File: config.mk
export PLATFORM = sky130hd
export DESIGN_NAME = compacting_value_list
export DESIGN_NICKNAME = d
export VERILOG_FILES = /design/src/rtl/core/cvl_pkg.sv /design/src/rtl/core/cvl_cell.sv /design/src/rtl/core/cvl_pick.sv /design/src/rtl/core/compacting_value_list.sv
export VERILOG_INCLUDE_DIRS = /design/src /design/src/rtl/core
export SDC_FILE = /design/constraint.sdc
export NUM_CORES = 1
export LEC_CHECK = 0
export ABC_AREA = 1
export BUFFER_PORTS_ARGS = -buffer_cell sky130_fd_sc_hd__buf_2
export CORE_UTILIZATION = 24
export CTS_BUF_LIST = sky130_fd_sc_hd__clkbuf_4
export CTS_CLUSTER_SIZE = 8
export DETAILED_ROUTE_END_ITERATION = 8
export GPL_ROUTABILITY_DRIVEN = 0
export GPL_TIMING_DRIVEN = 0
export MAX_ROUTING_LAYER = met4
export PLACE_DENSITY = 0.39
export SYNTH_ARGS = -nofsm -noshare
export SYNTH_HDL_FRONTEND = slang
export SYNTH_SLANG_ARGS = --single-unit
File: constraint.sdc
create_clock -name clk_i -period 6 [get_ports clk_i]
set_input_delay 0.9 -clock clk_i [delete_from_list [all_inputs] [get_ports clk_i]]
set_output_delay 0.9 -clock clk_i [all_outputs]
set_load 0.005 [all_outputs]
File: src/rtl/core/compacting_value_list_assert.svh
// Assertion macros for the compacting value list, empty in synthesis.
`ifndef COMPACTING_VALUE_LIST_ASSERT_SVH
`define COMPACTING_VALUE_LIST_ASSERT_SVH

`ifndef SYNTHESIS
`define CVL_ASSERT(lbl, prop, msg) \
  lbl: assert property (@(posedge clk_i) disable iff (!rst_ni) (prop)) else $error(msg);
`define CVL_ASSERT_ALWAYS(lbl, prop, msg) \
  lbl: assert property (@(posedge clk_i) (prop)) else $error(msg);
`else
`define CVL_ASSERT(lbl, prop, msg)
`define CVL_ASSERT_ALWAYS(lbl, prop, msg)
`endif

`endif

File: src/rtl/core/cvl_pkg.sv
// Shared types and constants of the compacting value list.
`default_nettype none

package cvl_pkg;

  localparam int DEPTH_DEF = 16;
  localparam int DATA_W    = 32;
  localparam int ACTION_W  = 2;
  localparam int STATUS_W  = 2;
  localparam int POS_W     = 4;
  localparam int COUNT_W   = 5;

  typedef enum logic [ACTION_W-1:0] {
    ACT_APPEND  = 2'd0,
    ACT_DELETE  = 2'd1,
    ACT_REPLACE = 2'd2,
    ACT_FIND    = 2'd3
  } cvl_action_e;

  typedef enum logic [STATUS_W-1:0] {
    ST_DONE    = 2'd0,
    ST_MISSING = 2'd1,
    ST_FULL    = 2'd2
  } cvl_status_e;

  // Per-cell update control
  typedef struct packed {
    logic load;   // take the load word
    logic shift;  // take the right neighbor's word
  } cvl_cell_ctrl_t;

endpackage

`default_nettype wire

File: src/rtl/core/cvl_cell.sv
// One storage cell of the list: holds a word, compares it, shifts it down.
`default_nettype none

module cvl_cell
  import cvl_pkg::*;
(
  input  wire logic              clk_i,
  input  wire cvl_cell_ctrl_t    ctrl_i,
  input  wire logic [DATA_W-1:0] cmp_i,
  input  wire logic [DATA_W-1:0] load_i,
  input  wire logic [DATA_W-1:0] next_i,
  output logic      [DATA_W-1:0] value_o,
  output logic                   eq_o
);

  logic [DATA_W-1:0] value_q;

  // Shift wins: a delete closes the gap from the matching cell upward.
  always_ff @(posedge clk_i) begin
    if (ctrl_i.shift) begin
      value_q <= next_i;
    end else if (ctrl_i.load) begin
      value_q <= load_i;
    end
  end

  assign eq_o    = (value_q == cmp_i);
  assign value_o = value_q;

endmodule

`default_nettype wire

File: src/rtl/core/cvl_pick.sv
// Lowest-match selection over the cell match vector.
`default_nettype none

module cvl_pick
  import cvl_pkg::*;
#(
  parameter int DEPTH = DEPTH_DEF
) (
  input  wire logic [DEPTH-1:0]                        match_i,
  output logic      [DEPTH-1:0]                        first_o,
  output logic      [DEPTH-1:0]                        from_o,
  output logic      [(DEPTH > 1 ? $clog2(DEPTH) : 1)-1:0] idx_o,
  output logic                                         hit_o
);

  localparam int IdxW = (DEPTH > 1) ? $clog2(DEPTH) : 1;

  logic [DEPTH-1:0] neg;

  // Two's complement isolates the lowest set bit and marks all cells above it.
  assign neg     = ~match_i + DEPTH'(1);
  assign first_o = match_i & neg;
  assign from_o  = match_i | neg;
  assign hit_o   = |match_i;

  always_comb begin
    idx_o = '0;
    for (int i = 0; i < DEPTH; i++) begin
      if (first_o[i]) begin
        idx_o = idx_o | IdxW'(i);
      end
    end
  end

endmodule

`default_nettype wire

File: src/rtl/core/compacting_value_list.sv
// Top level of the compacting value list: request control and the cell chain.
`default_nettype none
`include "compacting_value_list_assert.svh"

// Bounded list of signed 32-bit words kept in insertion order.
// Request channel: drive action_i, key_i and new_value_i with start high;
// the beat is taken at the rising edge where start is high and busy is low.
// Actions: append key, delete first match and close the gap, replace the
// first match with new_value, or find the first match.
// Result channel: status_o, position_o and entry_count_o are shown for one
// cycle with done_o high; the receiver cannot stall, so take them then.
// Timing: the accept edge compares every cell against the key in parallel
// and registers the match vector; busy is high for the next cycle, where
// the lowest match is picked and the cells load or shift; the result is on
// the ports in the cycle after that, while busy is already low again.
// A new request is not taken while the update of the previous one runs;
// busy holds it off until the cell chain has loaded or shifted.
// Reset: the entry count clears and no result is pending; cell contents
// stay undefined, since cells at or beyond the count are never looked at.
// A delete shifts every cell above the match down by one in parallel.

module compacting_value_list
  import cvl_pkg::*;
#(
  parameter int DEPTH = DEPTH_DEF
) (
  input  wire logic                clk_i,
  input  wire logic                rst_ni,
  input  wire logic                start,
  output logic                     busy,
  input  wire logic [ACTION_W-1:0] action_i,
  input  wire logic [DATA_W-1:0]   key_i,
  input  wire logic [DATA_W-1:0]   new_value_i,
  output logic                     done_o,
  output logic [STATUS_W-1:0]      status_o,
  output logic [POS_W-1:0]         position_o,
  output logic [COUNT_W-1:0]       entry_count_o
);

  localparam int IdxW   = (DEPTH > 1) ? $clog2(DEPTH) : 1;
  localparam int CntW   = $clog2(DEPTH + 1);
  localparam int PosWW  = (IdxW > POS_W) ? IdxW : POS_W;
  localparam int CntWW  = (CntW > COUNT_W) ? CntW : COUNT_W;

  typedef enum logic [1:0] {
    S_IDLE  = 2'b01,
    S_APPLY = 2'b10
  } cvl_state_e;

  cvl_state_e state_q, state_d;

  logic [CntW-1:0]   count_q, count_d;
  cvl_action_e       act_q;
  logic [DATA_W-1:0] key_q;
  logic [DATA_W-1:0] repl_q;
  logic [DEPTH-1:0]  match_q, match_d;

  logic                done_q;
  logic [STATUS_W-1:0] status_q, status_d;
  logic [POS_W-1:0]    pos_q, pos_d;
  logic [COUNT_W-1:0]  cnt_out_q, cnt_out_d;

  logic                 accept;
  logic                 in_apply;
  logic [DEPTH-1:0]     eq;
  logic [DATA_W-1:0]    value [DEPTH];
  cvl_cell_ctrl_t       ctrl  [DEPTH];
  logic [DATA_W-1:0]    load_word;

  logic [DEPTH-1:0] first_oh;
  logic [DEPTH-1:0] from_vec;
  logic [IdxW-1:0]  hit_idx;
  logic             hit;

  logic             full;
  logic             do_append;
  logic             do_delete;
  logic             do_replace;
  logic [IdxW-1:0]  pos_idx;
  logic [PosWW-1:0] pos_wide;
  logic [CntWW-1:0] cnt_wide;

  assign accept   = start && !busy;
  assign busy     = (state_q == S_APPLY);
  assign in_apply = (state_q == S_APPLY);

  // Cell chain: each cell compares against the incoming key and hands its
  // word to the cell below on a delete.
  for (genvar g = 0; g < DEPTH; g++) begin : g_cell
    logic [DATA_W-1:0] next_word;
    if (g == DEPTH - 1) begin : g_last
      assign next_word = value[g];
    end else begin : g_mid
      assign next_word = value[g+1];
    end

    cvl_cell u_cell (
      .clk_i   (clk_i),
      .ctrl_i  (ctrl[g]),
      .cmp_i   (key_i),
      .load_i  (load_word),
      .next_i  (next_word),
      .value_o (value[g]),
      .eq_o    (eq[g])
    );

    // Only cells below the count take part in a search.
    assign match_d[g] = eq[g] && (CntW'(g) < count_q);
  end

  cvl_pick #(
    .DEPTH (DEPTH)
  ) u_pick (
    .match_i (match_q),
    .first_o (first_oh),
    .from_o  (from_vec),
    .idx_o   (hit_idx),
    .hit_o   (hit)
  );

  assign full       = (count_q >= CntW'(DEPTH));
  assign do_append  = in_apply && (act_q == ACT_APPEND) && !full;
  assign do_delete  = in_apply && (act_q == ACT_DELETE) && hit;
  assign do_replace = in_apply && (act_q == ACT_REPLACE) && hit;
  assign load_word  = (act_q == ACT_APPEND) ? key_q : repl_q;

  // Drive per-cell control: append fills the cell at the count, replace
  // loads the first match, delete shifts from the first match upward.
  always_comb begin
    for (int i = 0; i < DEPTH; i++) begin
      ctrl[i].load  = (do_append && (count_q == CntW'(i))) ||
                      (do_replace && first_oh[i]);
      ctrl[i].shift = do_delete && from_vec[i];
    end
  end

  always_comb begin
    count_d = count_q;
    if (do_append) begin
      count_d = count_q + CntW'(1);
    end else if (do_delete) begin
      count_d = count_q - CntW'(1);
    end
  end

  // Build the result beat.
  always_comb begin
    pos_idx = '0;
    if (act_q == ACT_APPEND) begin
      status_d = full ? ST_FULL : ST_DONE;
      if (!full) begin
        pos_idx = IdxW'(count_q);
      end
    end else if (hit) begin
      status_d = ST_DONE;
      pos_idx  = hit_idx;
    end else begin
      status_d = ST_MISSING;
    end
    pos_wide  = PosWW'(pos_idx);
    pos_d     = pos_wide[POS_W-1:0];
    cnt_wide  = CntWW'(count_d);
    cnt_out_d = cnt_wide[COUNT_W-1:0];
  end

  always_comb begin
    state_d = state_q;
    case (state_q)
      S_IDLE: begin
        if (accept) begin
          state_d = S_APPLY;
        end
      end
      S_APPLY: begin
        state_d = S_IDLE;
      end
      default: begin
        state_d = S_IDLE;
      end
    endcase
  end

  always_ff @(posedge clk_i or negedge rst_ni) begin
    if (!rst_ni) begin
      state_q <= S_IDLE;
      count_q <= '0;
      done_q  <= 1'b0;
    end else begin
      state_q <= state_d;
      count_q <= count_d;
      done_q  <= in_apply;
    end
  end

  // Hold the request and its match vector for the update cycle.
  always_ff @(posedge clk_i) begin
    if (accept) begin
      act_q   <= cvl_action_e'(action_i);
      key_q   <= key_i;
      repl_q  <= new_value_i;
      match_q <= match_d;
    end
  end

  always_ff @(posedge clk_i) begin
    if (in_apply) begin
      status_q  <= status_d;
      pos_q     <= pos_d;
      cnt_out_q <= cnt_out_d;
    end
  end

  assign done_o        = done_q;
  assign status_o      = status_q;
  assign position_o    = pos_q;
  assign entry_count_o = cnt_out_q;

  `CVL_ASSERT(a_count_bound, count_q <= CntW'(DEPTH), "entry count above depth")
  `CVL_ASSERT(a_first_onehot, in_apply |-> $onehot0(first_oh), "more than one first match")
  `CVL_ASSERT(a_accept_to_done, accept |-> ##2 done_o, "accepted request lost its result")
  `CVL_ASSERT(a_done_after_apply, done_o |-> $past(in_apply), "result without update cycle")
  `CVL_ASSERT_ALWAYS(a_reset_quiet, !rst_ni |=> !done_o && !busy, "activity during reset")

endmodule

`default_nettype wire
==> out/metrics.cfg <==
[floorplanning]
io_pins = 82
start_util = 0.242
dieHeight_um = 371
die_area_um2 = 138000
core_um2 = 135000
die_width_um = 371
fp-row-count = 135

[clocking]
cts.clk_slew.worst_paths_ps = 60
cts_inserted_buffers = 181
cts_setup_buffers = 0
cts_buffer_depth = 3
cts_root_buf = clkbuf_4
clock_latency_ps = 1200
htreeDepth = 4
clkSinkCount = 613
cts_tree = built

[worst_setup_path]
reg2reg_setup_slack_ps = 2130
crit_path_frequent_cell = nor2_1
cp.required_ps = 6870
crit_path_end_kind = flop
cp_slowest_cell = clkinv_1
path_cells = dlygate4sd3_1, buf_2, clkbuf_1, clkinv_1, o22ai_1, nor2_1, nand2_1, nor2_1, nand3_1, nor2_1
r2r-start = act_q[0]
endpoint = match_q[4]
r2r-end = g_cell[12].u_cell.value_o[30]
cp.arrival_ps = 4830
cpPeakStageDelay_ps = 1240
r2r_cells = 9
worstSetupPathType = input port to flop
startpoint = key_i[10]
cp_max_fo = 10
start_kind = input port

[route]
routed_via_density = 5.35
dr.first_iter.drc_count = 5533
routed_wire_length_per_instance_um = 34.5
dr_total_vias = 31284
post-route-drc-count = 0
ant_nets = 0
postRouteWirelength_mm = 202
drtPass1Iterations = 8

[synthesis]
netlist.area_leader.share = 0.555
syn_nets = 3602
yosys_register_bits = 613
yosysUniqueCellTypes = 40
synth_area_um2 = 32700
synthTopCellsByArea = edfxtp_1 (55%), nand2_1 (11%), nand3_1 (4.4%)
ys_warn_count = 0
ys_seq_area_frac = 0.561
postSynthAreaPerCell_um2 = 9.28
yosys.area.top_type = edfxtp_1
syn_inst = 3528

[status]
outcome = complete, but fails checks
violations = capacitance limit, slew limit

[sta]
min_period_ps = 3960
tightest_slew_ps = 1650
hold_viol = 0
timing.final.ws_setup_ps = 2040
fin_worst_skew_ps = 101
period_share = 0.660
max_freq_mhz = 252
rsz0062_at_grt = no
finalSetupViolCount = 0
relSlewSlack = -0.0994
drv_slew = 37

[final_layout]
drive_above_1_share = 0.152
syn_to_final_growth_pct = 18.6
final_cell_area_um2 = 38800
fin_nets = 3973

[global_routing]
grt_pass1_vias = 28964
grt_usage = 0.296
grt_max_degree = 33
grt_overflow = 0
antenna_found_initial = 19
grt_pass1_wl_mm = 262

[run]
maxCapViolations = 4

[pwr]
power_mw = 11.2
cellPowerDensity_nw_per_um2 = 288
ir_drop_mv = 0.139
p_leak_nw = 15.6

[placement]
placed_area_um2 = 35900
dp_hpwl_mm = 140
io_buffers = 81
dp_slack_ps = 1680

[min_path]
holdCritPathClass = input port to asynchronous set/reset pin

critical path, delay by kind of cell:
| kind | cells | cell delay [ps] |
|---|---|---|
| and+or+nand+nor | 5 | 430 |
| AOI/OAI and AO/OA | 1 | 540 |
| buffers and inverters | 4 | 2930 |
cell type report:
class                           count  area, um2
Tap cell                         1781       2230
Clock buffer                      260       1950
Timing Repair Buffer              188       1490
Multi-Input combinational cell   2396      12100
Sequential cell                   613      18400
Antenna cell                       22       55.1
Inverter                          292       1100
Clock inverter                     65        282
Fill cell                       14656      96600
Buffer                            227       1280
synth_stat cells, drive strengths merged:
cell type  instances
o221a              1
o22ai            212
o211ai            15
o31ai              1
dfrtp              7
nor2             284
o21bai             1
nor3              47
inv              276
nand2            949
nor3b              1
clkinv            16
a31oi             49
and3               1
buf              169
clkbuf            58
nor4               1
edfxtp           605
nand3            286
nand3b             1
xnor2            126
dfstp              1
nand4             22
xor2             150
or2                2
o21ai            234
a21oi              4
o221ai             4
ha                 5
worst min-delay path by stage:
stage          startpoint         end  slack (ps)  cells past startpoint
2_1_floorplan  state_q[1]  state_q[1]         420                      1
3_3_place_gp   state_q[1]  state_q[1]         430                      1
3_5_place_dp   state_q[1]  state_q[1]         440                      1
4_1_cts         key_i[28]   key_q[28]          40                      1
5_1_grt         key_i[28]   key_q[28]          40                      1
6_report           rst_ni  state_q[1]         110                      2
cells in the final DEF (no fill, tap or decap), types with 49 or more instances in the layout:
cell,netlist,routed
nand2_1,937,937
edfxtp_1,605,605
nand3_1,286,281
nor2_1,280,279
inv_1,273,273
clkbuf_4,0,260
o21ai_0,233,233
o22ai_1,212,211
buf_2,108,198
xor2_1,150,150
xnor2_1,126,126
dlygate4sd3_1,0,67
clkinv_1,16,65
buf_4,23,52
a31oi_1,49,49
where the power goes:
part,leakage [nW],switching (mW),internal [mW]
logic,8.68,1.64,0.435
clock network,1.33,2.11,1.99
registers,5.64,0.0984,4.90
what timing repair did:
item	CTS	global route
endpoints found under the hold margin	74	0
hold buffers	67	0
resized for setup	0	0
layer usage:
layer | GRT usage | wire [um] | share of wire | vias up
met5 | - | 0 | 0 | -
met4 | 0.183 | 14100 | 0.070 | 0
met3 | 0.0765 | 23700 | 0.12 | 550
met2 | 0.413 | 83500 | 0.41 | 2423
met1 | 0.379 | 80200 | 0.40 | 15411
li1 | - | - | - | 12900
kinds of logic (layout without fill, tap and decap cells):
| kind of cell | count (synthesis) | in the layout | share of synthesized area |
|---|---|---|---|
| AOI/OAI and AO/OA | 521 | 521 | 0.0916 |
| buffers and inverters | 519 | 1032 | 0.0713 |
| other | 0 | 22 | 0 |
| and+or+nand+nor | 1594 | 1594 | 0.200 |
| xor gates and xnor gates | 276 | 276 | 0.0738 |
| adders and majority gates | 5 | 5 | 0.00191 |
| DFF | 613 | 613 | 0.561 |
stage by stage:
step | instances | hold slack [ps] | setup TNS, ps | utilization
after floorplan | 3528 | 421 | 0 | -
after global placement | 5390 | 433 | -123620 | 0.261
after detailed placement | 5430 | 438 | 0 | 0.265
after CTS | 5822 | 39.9 | 0 | 0.286
after global routing | 5834 | 44.1 | 0 | 0.287
final | 5844 | 108 | 0 | 0.287
state kept, by name, summed over array words and instances (netlist names):
register,count
key_q,32
repl_q,32
entry_count_o,5
g_cell.u_cell.value_o,512
done_o,1
match_q,16
state_q,2
act_q,2
position_o,4
status_o,2
count_q,5
Note: power is estimated with default switching activity, not from simulation.
